<file path="config.mk">
export PLATFORM = sky130hd
export DESIGN_NAME = xymm_cdiv
export DESIGN_NICKNAME = d
export VERILOG_FILES = /design/src/hdl/xymm_pkg.sv /design/src/hdl/xymm_cdiv.sv
export VERILOG_INCLUDE_DIRS = /design/src /design/src/hdl
export SDC_FILE = /design/constraint.sdc
export NUM_CORES = 1
export LEC_CHECK = 0
export ABC_AREA = 1
export BUFFER_PORTS_ARGS = -buffer_cell sky130_fd_sc_hd__buf_2
export CORE_UTILIZATION = 59
export DETAILED_ROUTE_END_ITERATION = 10
export GPL_ROUTABILITY_DRIVEN = 0
export HOLD_SLACK_MARGIN = 0.15
export PLACE_DENSITY = 0.89
export SLEW_MARGIN = 15
export SYNTH_ARGS = -nofsm -noshare
export SYNTH_HDL_FRONTEND = slang
export SYNTH_SLANG_ARGS = --single-unit
</file>
<file path="constraint.sdc">
create_clock -name i_clk -period 14.43 [get_ports i_clk]
set_input_delay 0.7215 -clock i_clk [delete_from_list [all_inputs] [get_ports i_clk]]
set_output_delay 0.7215 -clock i_clk [all_outputs]
set_load 0.01 [all_outputs]
</file>
<file path="src/hdl/xy_model_metropolis_update_core_defines.svh">
// Assertion macros for the XY Metropolis update core
`ifndef XY_MODEL_METROPOLIS_UPDATE_CORE_DEFINES_SVH
`define XY_MODEL_METROPOLIS_UPDATE_CORE_DEFINES_SVH

// same-cycle implication, clocked on i_clk, off during reset
`define XYMM_ASSERT_IMP(lbl, ante, cons, msg) \
    lbl: assert property (@(posedge i_clk) disable iff (!i_rst_n) (ante) |-> (cons)) \
        else $error(msg);

// next-cycle implication
`define XYMM_ASSERT_NXT(lbl, ante, cons, msg) \
    lbl: assert property (@(posedge i_clk) disable iff (!i_rst_n) (ante) |=> (cons)) \
        else $error(msg);

`endif

</file>
<file path="src/hdl/xymm_pkg.sv">
`default_nettype none
package xymm_pkg;

    localparam int LATTICE_SIDE = 32;

    localparam logic [1:0] FUNC_LOAD  = 2'd0;
    localparam logic [1:0] FUNC_TRIAL = 2'd1;
    localparam logic [1:0] FUNC_CLEAR = 2'd2;

    localparam logic CFG_STEP_HALF_WIDTH = 1'b0;
    localparam logic CFG_INV_TEMP        = 1'b1;

    localparam logic [30:0] Q30_ONE     = 31'h4000_0000;
    localparam logic [30:0] HALF_PI_Q30 = 31'd1686629713;
    localparam logic [28:0] EXP_M1_Q30  = 29'd395007542;

    localparam logic [3:0] COS_LAST_TERM = 4'd3;
    localparam logic [3:0] EXP_LAST_TERM = 4'd8;

    typedef struct packed {
        logic [1:0]  func;
        logic [4:0]  site_x;
        logic [4:0]  site_y;
        logic [15:0] angle_value;
        logic [15:0] step_draw;
        logic [15:0] accept_draw;
    } t_in_item;

    typedef struct packed {
        logic        accepted;
        logic [15:0] site_angle;
        logic [15:0] accept_count;
    } t_out_item;

    typedef enum logic [4:0] {
        S_IDLE, S_WRAP, S_LOAD, S_READ, S_READ_LAST, S_DELTA, S_NEW,
        C_SETUP, C_M1, C_X, C_M2, C_X2,
        S_SER_MUL, S_SER_DIVS, S_SER_DIVW,
        C_ACC, E_CHK, E_MUL, E_SPLIT, E_KCHK, E_KMUL, E_KSHIFT, E_FIN,
        S_COMMIT, S_DONE
    } t_state;

    // divisor of each nested Taylor step: cosine 56,30,12,2; exp 9 down to 1
    function automatic logic [5:0] series_div(input logic exp_mode, input logic [3:0] term);
        logic [5:0] d;
        if (exp_mode) begin
            d = 6'd9 - {2'b0, term};
        end else begin
            case (term)
                4'd0:    d = 6'd56;
                4'd1:    d = 6'd30;
                4'd2:    d = 6'd12;
                default: d = 6'd2;
            endcase
        end
        return d;
    endfunction

endpackage
`default_nettype wire

</file>
<file path="src/hdl/xymm_cdiv.sv">
`default_nettype none
`include "xy_model_metropolis_update_core_defines.svh"
module xymm_cdiv
    import xymm_pkg::*;
(
    input  wire logic        i_clk,
    input  wire logic        i_rst_n,
    input  wire logic        i_start,
    input  wire logic [31:0] i_dividend,
    input  wire logic [5:0]  i_divisor,
    output logic             o_done,
    output logic      [31:0] o_quot
);
    logic        r_busy;
    logic [2:0]  r_cnt;
    logic [5:0]  r_rem;
    logic [5:0]  r_dvs;
    logic [31:0] r_dvd;
    logic [5:0]  w_rem;
    logic [31:0] w_dvd;
    logic [6:0]  w_trial;

    // four restoring steps per cycle
    always_comb begin
        w_rem = r_rem;
        w_dvd = r_dvd;
        w_trial = '0;
        for (int i = 0; i < 4; i++) begin
            w_trial = {w_rem, w_dvd[31]};
            if (w_trial >= {1'b0, r_dvs}) begin
                w_trial = w_trial - {1'b0, r_dvs};
                w_dvd = {w_dvd[30:0], 1'b1};
            end else begin
                w_dvd = {w_dvd[30:0], 1'b0};
            end
            w_rem = w_trial[5:0];
        end
    end

    always_ff @(posedge i_clk) begin
        if (!i_rst_n) begin
            r_busy <= 1'b0;
            r_cnt  <= '0;
            o_done <= 1'b0;
        end else begin
            o_done <= r_busy && (r_cnt == 3'd7);
            if (i_start) begin
                r_busy <= 1'b1;
                r_cnt  <= '0;
            end else if (r_busy) begin
                r_cnt <= r_cnt + 3'd1;
                if (r_cnt == 3'd7) begin
                    r_busy <= 1'b0;
                end
            end
        end
    end

    always_ff @(posedge i_clk) begin
        if (i_start) begin
            r_dvd <= i_dividend;
            r_rem <= '0;
            r_dvs <= i_divisor;
        end else if (r_busy) begin
            r_dvd <= w_dvd;
            r_rem <= w_rem;
        end
    end

    assign o_quot = r_dvd;

    `XYMM_ASSERT_IMP(a_start_idle, i_start, !r_busy, "divider started while busy")
    `XYMM_ASSERT_IMP(a_done_idle, o_done, !r_busy && !i_start, "done pulse overlaps work")
endmodule
`default_nettype wire

</file>
* Word-level counts from Yosys, hierarchy flattened
Cells that the tools add are included.
** Storage, ports and cells
- Output and inout bits :: 33
- Register bits :: 49
- Logic and storage cells :: 33
- Input bits :: 41
** Cells by class
- Reductions and logical operators :: 3
- Bitwise logic cells :: 1
- Multiplexer cells :: 13
- Add/subtract/negate cells :: 5
- Eq/ne operators :: 1
- Order comparisons :: 4
** Operators by type and width (number)
- 32-bit 2-to-1 mux :: 2
- 7-bit by 6-bit >= comparator with 1-bit output :: 4
- 6-bit 2-to-1 mux :: 4
- 6-bit subtractor :: 4
- 1-bit 2-to-1 mux :: 7
- 3-bit by 1-bit adder with 3-bit output (second input constant) :: 1
- 3-bit == test (second input constant) :: 1
- 2-bit nonzero test :: 1
- 2-bit OR reduction :: 1
- 1-bit logical AND :: 1
- 1-bit inverter :: 1

* Logic depth before layout (Yosys ltp)
Gate-level depths: netlist of run 1.
- Depth in word-level cells :: 10
- Mapped depth :: 46
- Depth with buffers taken out :: 45

* Worst setup path after synthesis of run 1
OpenSTA, ideal clock, no wires.
- Path kind :: reg-to-reg
- Start point :: register r_dvs[1]
- End point :: register r_dvd[0], in the netlist o_quot[0], data pin
- Period minus slack after synthesis :: 5.803 ns
- Data arrival time :: 5.540 ns
- Stages on the path, launching flop included :: 40
- Path slack :: 8.627 ns
- Setup time :: 0.264 ns
- Required time :: 14.166 ns
- Path buffers :: 1
- Path through :: edfxtp_1 -> inv_1 -> ha_1 -> nand3_1 -> nand3_1 -> nand2_1 -> nand3_2 -> buf_6 -> o21ai_0 -> inv_1 -> ha_1 -> nand2_1 -> inv_1 -> a21oi_2 -> nand3_1 -> nand2_1 -> nand2_1 -> nor2_4 -> [... 4 more ...] -> nand2_1 -> or3_1 -> nand3_1 -> inv_1 -> nand3_4 -> nand2_1 -> nand2_1 -> inv_1 -> ha_1 -> a21oi_1 -> nand2_1 -> nand2_1 -> nand2_1 -> a21o_1 -> a21boi_4 -> inv_1 -> nor2_4 -> a31oi_1
** On the way
- Word-level cells in the longest chain between the ends :: 10
- Elaborated cells between the ends (all ways) :: 13
- Those cells by class :: add/sub: 3; order compare: 4; mux: 6
** Ends and longest elaborated chain
- start, declared :: line xymm_cdiv.sv:17 : logic [5:0] r_dvs;
- start signal, assigned :: line xymm_cdiv.sv:63 : r_dvs <= i_divisor;
- 6-bit subtractor or 7-bit by 6-bit >= comparator with 1-bit output (tied branches) :: line xymm_cdiv.sv:31, xymm_cdiv.sv:30
- 6-bit 2-to-1 mux :: line xymm_cdiv.sv:30 : if (w_trial >= {1'b0, r_dvs}) begin
- 6-bit subtractor or 7-bit by 6-bit >= comparator with 1-bit output (tied branches) :: line xymm_cdiv.sv:31, xymm_cdiv.sv:30
- 6-bit 2-to-1 mux :: line xymm_cdiv.sv:30
- 6-bit subtractor or 7-bit by 6-bit >= comparator with 1-bit output (tied branches) :: line xymm_cdiv.sv:31, xymm_cdiv.sv:30
- 6-bit 2-to-1 mux :: line xymm_cdiv.sv:30
- 7-bit by 6-bit >= comparator with 1-bit output * :: line xymm_cdiv.sv:30
- 1-bit 2-to-1 mux * :: line xymm_cdiv.sv:30
- 32-bit 2-to-1 mux * :: line xymm_cdiv.sv:64 : end else if (r_busy) begin
- 32-bit 2-to-1 mux * :: line xymm_cdiv.sv:60 : if (i_start) begin
- end signal, assigned :: line xymm_cdiv.sv:61 : r_dvd <= i_dividend;
- end signal, assigned :: line xymm_cdiv.sv:65 : r_dvd <= w_dvd;
- end, declared :: line xymm_cdiv.sv:18 : logic [31:0] r_dvd;
Mark *: on every way between the ends. The rest lies on a longest branch, timed or not. The select of a mux whose other input is x is not followed.
A chain may end at the register's enable or synchronous reset.

* Final worst setup path of run 1
- Start point :: register r_dvs[1]
- End point :: register r_rem[4]
** On the way
- Word-level cells in the longest chain between the ends :: 8
- Elaborated cells between the ends (all ways) :: 12
- Those cells by class :: add/sub: 4; order compare: 4; mux: 4
** Ends and longest elaborated chain
- 6-bit subtractor or 7-bit by 6-bit >= comparator with 1-bit output (tied branches) :: line xymm_cdiv.sv:31, xymm_cdiv.sv:30
- 6-bit 2-to-1 mux :: line xymm_cdiv.sv:30
- 6-bit subtractor or 7-bit by 6-bit >= comparator with 1-bit output (tied branches) :: line xymm_cdiv.sv:31, xymm_cdiv.sv:30
- 6-bit 2-to-1 mux :: line xymm_cdiv.sv:30
- 6-bit subtractor or 7-bit by 6-bit >= comparator with 1-bit output (tied branches) :: line xymm_cdiv.sv:31, xymm_cdiv.sv:30
- 6-bit 2-to-1 mux :: line xymm_cdiv.sv:30
- 6-bit subtractor or 7-bit by 6-bit >= comparator with 1-bit output (tied branches) :: line xymm_cdiv.sv:31, xymm_cdiv.sv:30
- 6-bit 2-to-1 mux * :: line xymm_cdiv.sv:30
- end signal, assigned :: line xymm_cdiv.sv:66 : r_rem <= w_rem;
- end, declared :: line xymm_cdiv.sv:16 : logic [5:0] r_rem;
Mark *: on every way between the ends. The rest lies on a longest branch, timed or not.

==> results of run 1 <==
## worst register-to-register path, delay by kind of cell (launching register included)
kind            cells  cell delay [ps]
flops               1              510
compound gates      7             1520
simple gates       23             2500
fa+ha+maj           4             1330
buf+inv             7              670
## cells by family after synthesis
family	count (synthesis)
and+or+nand+nor	233
buffers and inverters	60
DFF	49
AOI/OAI and AO/OA	32
adders and majority gates	30
xor gates and xnor gates	15
## flip-flops by register name (all words and copies together), names as in the netlist
signal and flops:
o_done 1, r_cnt 3, r_busy 1, o_quot 32, r_dvs 6, r_rem 6
## synth_stat cells (all sizes together), types with 5 or more instances
cell      n
edfxtp   38
dfxtp    11
ha       26
xnor2    10
nand4     9
o21ai     8
a21oi    14
inv      51
nor2     15
nand3    29
xor2      5
clkbuf    6
nand2   177
## final cells by class
type,instances,area share [%]
flip-flops and latches,49,34.79
clock inverters,3,0.3198
inverters,52,4.989
repair buffers,74,9.530
clock buffers,5,1.759
multi-input cells,310,46.31
well taps,72,2.303
## worst paths after layout
path / cells past startpoint / slack [ps] / endpoint
max: 41 / 7810 / r_rem[4]
min: 2 / 480 / r_cnt[2]
min reg2reg: 2 / 480 / r_cnt[2]
max reg2reg: 41 / 7810 / r_rem[4]
## metal layers
metal,vias up,wire [um],track usage [%]
met2,153,4052,50.35
met3,20,597,4.941
met1,1410,3385,37.60
met5,-,0,0
met4,0,244,10.56
li1,1503,-,-
## per-stage QoR
stage               worst slack, ps  instances  util [%]
floorplan                      8627        419         -
global placement               8252        557     69.15
global route                   7215        565     70.62
CTS                            7913        565     70.62
detailed placement             7939        557     69.15
finish                         7810        565     70.62
## cell usage in the layout (no fill, tap or decap), types with 5 or more instances in the layout
| cell type | n |
|---|---|
| nand2_1 | 171 |
| nand4_1 | 9 |
| edfxtp_1 | 38 |
| clkbuf_8 | 5 |
| nand3_1 | 24 |
| inv_1 | 51 |
| dfxtp_1 | 11 |
| xnor2_1 | 10 |
| nor2_1 | 9 |
| o21ai_0 | 7 |
| a21oi_1 | 10 |
| ha_1 | 26 |
| xor2_1 | 5 |
| buf_2 | 73 |
==> out/summary.txt, run 1 <==
Die W = 77.99 um
syn_nets = 490
Initial Util = 61.50%
Worst-path clk slew = 90 ps
vias = 3086
Worst Skew = 2.117 ps
Reg area = 1361 um2
Area growth syn-to-layout = 14.84%
Final nets = 563
crit start category = flip-flop
CTS tree = built
XOR/XNOR share of the synthesized area = 3.856%
Final Slew Violations = 0
Syn Area/Cell = 8.131 um2
wirelength, routed = 8280 um
worst hold slack = 475.5 ps
Max-cap violations = 0
synthesized flop and latch total = 49
fin area = 3913 um2
post-synthesis simple-gate area fraction = 31.14%
Worst-Skew Late Latency = 300 ps
GRT Total Usage = 29.48%
Row Count = 27
total gr overflow = 0
sequential fraction of the synthesis area = 39.96%
detailed placement HPWL = 6351 um
Req. time, crit path = 14620 ps
Final period util = 45.88%
status = finished, final reports clean
CTS sink cnt = 49
clock buffer depth = 2
postcts setup bufs = 0
CTS Buf Count = 5
fillers = 429
critical path class = flip-flop to flip-flop
CP max stage delay = 510 ps
final number of hold-violating endpoints = 0
asr flop ratio synth = 0%
synth warn = 0
initial DRC count = 188
share of cells above drive strength 1 = 20.69%
CTS H-tree depth = 2
CP Capture Type = flip-flop
fmax = 151.1 MHz
CTS resizes = 0
antenna-violating nets left = 0
ys flop type = edfxtp_1
unrepaired setup endpoints after global routing = no
largest family of logic cells by synthesized area = simple AND/OR/NAND/NOR gates
drt drc = 0
DIE AREA = 6082 um2
# diodes = 0
area leader, netlist = edfxtp_1
proportion of synthesized area in mux cells = 0%
CP Launch Point = r_dvs[1]
Yosys cell types = 36
top cells by area, synth = edfxtp_1, nand2_1, ha_1
Slowest cell on crit path = edfxtp_1
cells after synthesis = 419
Post-Syn Area = 3407 um2
chip height = 77.99 um
Post-synth EDFFs = 38
largest net degree at the start of global routing = 41
crit-path max FO = 14
WL/cell = 14.65 um
r2r startpoint = r_dvs[1]
worst slew pin tran = 1004 ps
min Tclk post-route = 6620 ps
hold path start = r_cnt[2]
initial antenna violation count = 0
DRT Pass-1 Iters = 5
endpoints failing setup = 0
setup tns final = 0 ps
Synth Area in Adders = 11.90%
CTS Root Cell = clkbuf_8
critical path's top delay family = simple AND/OR/NAND/NOR gates
number of hold buffers added after CTS = 0
post-synth top area share = 33.49%
routed vias/inst = 5.462
crit path buf inv count = 7
CP arrival = 6810 ps
area of the multi-input gates = 1812 um2
Core ar. = 5540 um2
I/O Buffers = 73
Synth Area in Compound Gates = 6.280%
Rel. slew slack = 32.64%
first-pass GRT wire length = 13870 um
placed cell area = 3831 um2
# IOs = 74
vias in the first global route = 3050
HP Class = flip-flop to flip-flop
most frequent CP cell = nand2_1
Power of run 1 is not shown: default switching activity piles up to over one toggle a cycle in this logic, so the estimate is an artifact.
==> run 2: changes to the inputs <==
Settings changed: ABC_AREA 1 to 0, CORE_UTILIZATION 59 to 49, PLACE_DENSITY 0.89 to 0.79.
Clock period 14.43 ns to 5.6 ns, I/O delays scaled along.
==> run 2 against run 1 <==
  * The flow now finishes with violations (setup timing)
  * Critical path depth is 12 lower
  * Non-clock buffer count grew 82
  * Sequential share of layout area shrank 5.4 points
  * Clock skew increased by 12 ps
  * Maximum frequency fell by 1.3%
  * Worst hold slack lost 320 ps
  * Highest routed layer unchanged
==> out/summary.txt, run 2 <==
top cells by area, synth = edfxtp_1, mux2_2, ha_1
final worst slack = -1108 ps (-8918 ps)
Worst-path clk slew = 90 ps (about the same)
most common cell after layout, fill and taps aside = buf_4
placed cell area = 4188 um2 (+9.3%)
most frequent CP cell = ha_4
initial antenna violation count = 0 (unchanged)
Die W = 83.20 um (+6.7%)
most common cell in the synthesized netlist = edfxtp_1
CP arrival = 6870 ps (+60 ps)
fillers = 397 (-7.5%)
DRT Pass-1 Iters = 4 (-1)
Final period util = 119.8% (+74 points)
CP Capture Type = flip-flop
final number of hold-violating endpoints = 0 (unchanged)
GRT Total Usage = 26.43% (-3.0 points)
HP Class = primary input to flip-flop
Worst-Skew Late Latency = 300 ps (about the same)
Worst Skew = 13.66 ps (+11.54 ps)
status = finished, violations left
chip height = 83.20 um (+6.7%)
crit-path max FO = 6 (-8)
sequential fraction of the synthesis area = 42.14% (+2.2 points)
most frequent cells in the layout = buf_4, buf_2, edfxtp_1
antenna-violating nets left = 0 (unchanged)
Syn Area/Cell = 11.66 um2 (+43%)
CTS sink cnt = 49 (unchanged)
cells after synthesis = 277 (-34%)
detailed placement HPWL = 6426 um (+1.2%)
Final Util = 73.08% (+2.5 points)
Yosys cell types = 50 (+39%)
fin area = 4641 um2 (+19%)
CTS Root Cell = clkbuf_8
ys flop type = edfxtp_1
critical path class = flip-flop to flip-flop
Final Slew Violations = 0 (unchanged)
asr flop ratio synth = 0% (unchanged)
CP max stage delay = 460 ps (-50 ps)
synth warn = 0 (unchanged)
unrepaired setup endpoints after global routing = yes
CP Launch Point = r_dvs[0]
total gr overflow = 0 (unchanged)
CTS H-tree depth = 2 (unchanged)
routed vias/inst = 5.537 (+1.4%)
syn_nets = 348 (-29%)
share of cells above drive strength 1 = 54.97% (+34 points)
failing checks = setup timing
Reg area = 1363 um2 (about the same)
clock buffer depth = 2 (unchanged)
Initial Util = 50.88% (-11 points)
first-pass GRT wire length = 14260 um (+2.8%)
drt drc = 0 (unchanged)
WL/cell = 18.03 um (+23%)
Final nets = 503 (-11%)
I/O Buffers = 73 (unchanged)
Area growth syn-to-layout = 43.65%
area of the multi-input gates = 1984 um2 (+9.5%)
r2r startpoint = r_dvs[0]
wirelength, routed = 9196 um (+11%)
vias in the first global route = 2949 (-3.3%)
hold path start = i_divisor[1]
Post-Syn Area = 3231 um2 (-5.2%)
Core ar. = 6350 um2 (+15%)
vias = 2824 (-8.5%)
DIE AREA = 6921 um2 (+14%)
Max-cap violations = 0 (unchanged)
# IOs = 74 (unchanged)
Req. time, crit path = 5760 ps (-8860 ps)
max reg flops = 32 (unchanged)
Synth top cells by count = edfxtp_1, mux2_2, ha_1, inv_1, nor2_1
largest net degree at the start of global routing = 49 (+20%)
area leader, netlist = edfxtp_1
endpoints failing setup = 7 (+7)
CTS tree = built
crit start category = flip-flop
post-synth top area share = 35.32% (+1.8 points)
fmax = 149.1 MHz (-1.3%)
CTS Buf Count = 5 (unchanged)
Slowest cell on crit path = edfxtp_1
min Tclk post-route = 6708 ps (+88.03 ps)
synthesized flop and latch total = 49 (unchanged)
Post-synth EDFFs = 38 (unchanged)
initial DRC count = 192 (+2.1%)
Rel. slew slack = 47.86% (+15 points)
# diodes = 0 (unchanged)
worst slew pin tran = 782.1 ps (-222.1 ps)
Row Count = 29 (+7.4%)
==> run 2: changes by cell type after synthesis, sizes merged, moves of 6 or more <==
| cell | previous run | this run |
|---|---|---|
| a211oi | 1 | 7 |
| inv | 51 | 25 |
| mux2 | 0 | 36 |
| mux2i | 0 | 14 |
| nand2 | 177 | 9 |
| nand3 | 29 | 2 |
| nand4 | 9 | 1 |
==> run 2: cells by family after synthesis <==
kind of cell | after synthesis | synth area share (%)
muxes | 50 | 17.00
and+or+nand+nor | 54 | 8.714
xor gates and xnor gates | 12 | 3.254
buffers and inverters | 33 | 4.531
adders and majority gates | 30 | 12.55
AOI/OAI and AO/OA | 49 | 11.81
DFF | 49 | 42.14
==> run 2: worst paths after layout <==
kind         cells past startpoint  slack [ps]        to
max                             29       -1110  r_rem[5]
min                              1         160  r_dvs[1]
max reg2reg                     29       -1110  r_rem[5]
min reg2reg                      2         510  r_cnt[1]
==> run 2: timing repair <==
action,CTS,global route
gates resized for setup,27,8
hold buffers,4,0
setup buffers,14,5
endpoints found under the setup margin,7,7
endpoints found under the hold margin,4,0
pin swaps,19,14
==> run 2: per-stage QoR <==
stage | hold WS, ps | instances | worst slack (ps) | setup TNS, ps
2_1_floorplan | 378.9 | 277 | -845.3 | -5711
3_3_place_gp | 459.7 | 479 | -992.2 | -6708
3_5_place_dp | 459.2 | 479 | -1153 | -7667
4_1_cts | 150.1 | 505 | -954.4 | -6235
5_1_grt | 150.8 | 510 | -1409 | -9543
6_report | 156.1 | 510 | -1108 | -7403
==> run 2: final cells by class <==
| class | instances | share of cell area [%] |
|---|---|---|
| Clock buffer | 5 | 1.483 |
| Clock inverter | 3 | 0.4583 |
| Tap cell | 77 | 2.076 |
| Timing Repair Buffer | 156 | 21.84 |
| Multi-Input combinational cell | 195 | 42.76 |
| Inverter | 25 | 2.022 |
| Sequential cell | 49 | 29.36 |
==> run 2: metal layers <==
layer  global-route usage, %  wire length (um)  part of all wire [%]  vias to the layer above
met2                   45.75              4474                    49                      130
met4                   11.13               459                   5.0                        0
li1                        -                 -                     -                     1331
met5                       0                 0                     0                        -
met3                   5.666               564                   6.1                       36
met1                   31.77              3698                    40                     1327
==> run 2: critical path, delay by kind of cell (launching register included) <==
family / cells / cell delay (ps)
AO/OA/AOI/OAI: 14 / 2880
adder cells (fa/ha/maj): 4 / 1070
buffers and inverters: 1 / 160
flip-flops: 1 / 460
multiplexers: 4 / 1140
AND/OR/NAND/NOR: 6 / 840
Power of run 2 is left out for the same reason.
==> run 3: changes to the inputs <==
Settings changed: CORE_ASPECT_RATIO set to 1.75.
==> run 3 against run 2 <==
  * The flow still finishes with violations (setup timing)
  * Sequential share of layout area hardly changed
  * Clock-buffer cell count is the same
  * Design area fell by 0.19%
  * Non-clock buffer count up 4
  * Global-route usage increased by 0.51 points
  * Die area up 0.19%
  * Maximum frequency shrank 0.35%
  * Clock skew decreased by 5.4 ps
  * Wire length fell by 1.8%
  * Via count decreased by 1.4%
  * Critical path depth up 2
  * Critical endpoint unchanged
  * Cell count grew 1.2%
==> out/summary.txt, run 3 (synthesis gave the netlist of run 2 again) <==
Rel. slew slack = 51.79% (+3.9 points)
CTS Buf Count = 5 (unchanged)
Worst Skew = 8.247 ps (-5.412 ps)
vias in the first global route = 2976 (+0.92%)
critical path's top delay family = compound AO/OA/AOI/OAI gates
crit-path max FO = 8 (+2)
crit start category = flip-flop
reg-to-reg setup timing slack = -1130 ps (-20 ps)
max reg flops = 32 (unchanged)
CTS Root Cell = clkbuf_8
DRT Pass-1 Iters = 4 (unchanged)
endpoints failing setup = 7 (unchanged)
failing checks = setup timing
WL/cell = 17.49 um (-3.0%)
GRT Total Usage = 26.94% (+0.51 points)
Final Util = 73.80% (+0.72 points)
# IOs = 74 (unchanged)
HP Class = primary input to flip-flop
routed vias/inst = 5.397 (-2.5%)
Max-cap violations = 0 (unchanged)
Final Slew Violations = 0 (unchanged)
I/O Buffers = 73 (unchanged)
Final period util = 120.2% (+0.42 points)
fin area = 4632 um2 (-0.19%)
first-pass GRT wire length = 13790 um (-3.2%)
fmax = 148.6 MHz (-0.35%)
Die W = 63.38 um (-24%)
drt drc = 0 (unchanged)
CTS H-tree depth = 2 (unchanged)
vias = 2785 (-1.4%)
Worst-path clk slew = 90 ps (about the same)
chip height = 109.4 um (+32%)
CP Capture Type = flip-flop
Area growth syn-to-layout = 43.38%
wirelength, routed = 9026 um (-1.8%)
status = finished, violations left
# diodes = 0 (unchanged)
Final nets = 507 (+0.80%)
worst slew pin tran = 723.2 ps (-58.86 ps)
initial antenna violation count = 0 (unchanged)
setup tns final = -7494 ps (-91.04 ps)
Req. time, crit path = 5790 ps (+30 ps)
antenna-violating nets left = 0 (unchanged)
most frequent CP cell = ha_4
most frequent cells in the layout = buf_4, buf_2, edfxtp_1
clock buffer depth = 2 (unchanged)
unrepaired setup endpoints after global routing = yes
critical path class = flip-flop to flip-flop
Initial Util = 51.48% (+0.60 points)
DIE AREA = 6935 um2 (+0.19%)
final number of hold-violating endpoints = 0 (unchanged)
CTS sink cnt = 49 (unchanged)
min Tclk post-route = 6732 ps (+23.79 ps)
share of cells above drive strength 1 = 53.44% (-1.5 points)
detailed placement HPWL = 6722 um (+4.6%)
final worst slack = -1132 ps (-23.79 ps)
Core ar. = 6276 um2 (-1.2%)
most common cell after layout, fill and taps aside = buf_4
CP max stage delay = 470 ps (about the same)
total gr overflow = 0 (unchanged)
Worst-Skew Late Latency = 330 ps (+30 ps)
CTS tree = built
Row Count = 38 (+31%)
Slowest cell on crit path = edfxtp_1
CP arrival = 6930 ps (+60 ps)
worst hold slack = 175.4 ps (+19.33 ps)
largest net degree at the start of global routing = 49 (unchanged)
placed cell area = 4237 um2 (+1.2%)
initial DRC count = 145 (-24%)
crit path buf inv count = 2 (+1)
run 3: stage by stage:
step | instances | worst slack [ps]
2_1_floorplan | 277 | -845.3
3_3_place_gp | 488 | -989.7
3_5_place_dp | 488 | -1241
4_1_cts | 511 | -1128
5_1_grt | 516 | -1492
6_report | 516 | -1132
run 3: layout make-up:
type | count | area (um2)
Clock buffer | 5 | 68.82
Clock inverter | 2 | 11.26
Fill cell | 448 | 1644
Inverter | 25 | 93.84
Multi-Input combinational cell | 195 | 1958
Sequential cell | 49 | 1361
Tap cell | 80 | 100.1
Timing Repair Buffer | 160 | 1039
run 3: path summary, 6_finish.rpt:
check | startpoint | endpoint | depth (start not counted)
worst max-delay path | r_dvs[0] | r_rem[5] | 31
worst min-delay path | i_divisor[0] | r_dvs[0] | 1
worst min register to register | r_cnt[1] | r_cnt[1] | 2
worst max register to register | r_dvs[0] | r_rem[5] | 31
run 3: repair_timing:
| action | CTS | global route |
|---|---|---|
| setup endpoints to repair | 7 | 7 |
| gates cloned | 0 | 0 |
| hold buffers | 5 | 0 |
| resized for setup | 19 | 7 |
| hold endpoints to repair | 5 | 0 |
| pin swaps | 25 | 17 |
| buffers inserted | 11 | 5 |
run 3: per-layer routing:
| layer | global-route usage (%) | wire length, um | vias up |
|---|---|---|---|
| met2 | 48.56 | 4758 | 100 |
| li1 | - | - | 1339 |
| met4 | 23.05 | 685 | 0 |
| met3 | 4.564 | 314 | 41 |
| met5 | 0 | 0 | - |
| met1 | 26.24 | 3268 | 1305 |
Power of run 3 is left out for the same reason.
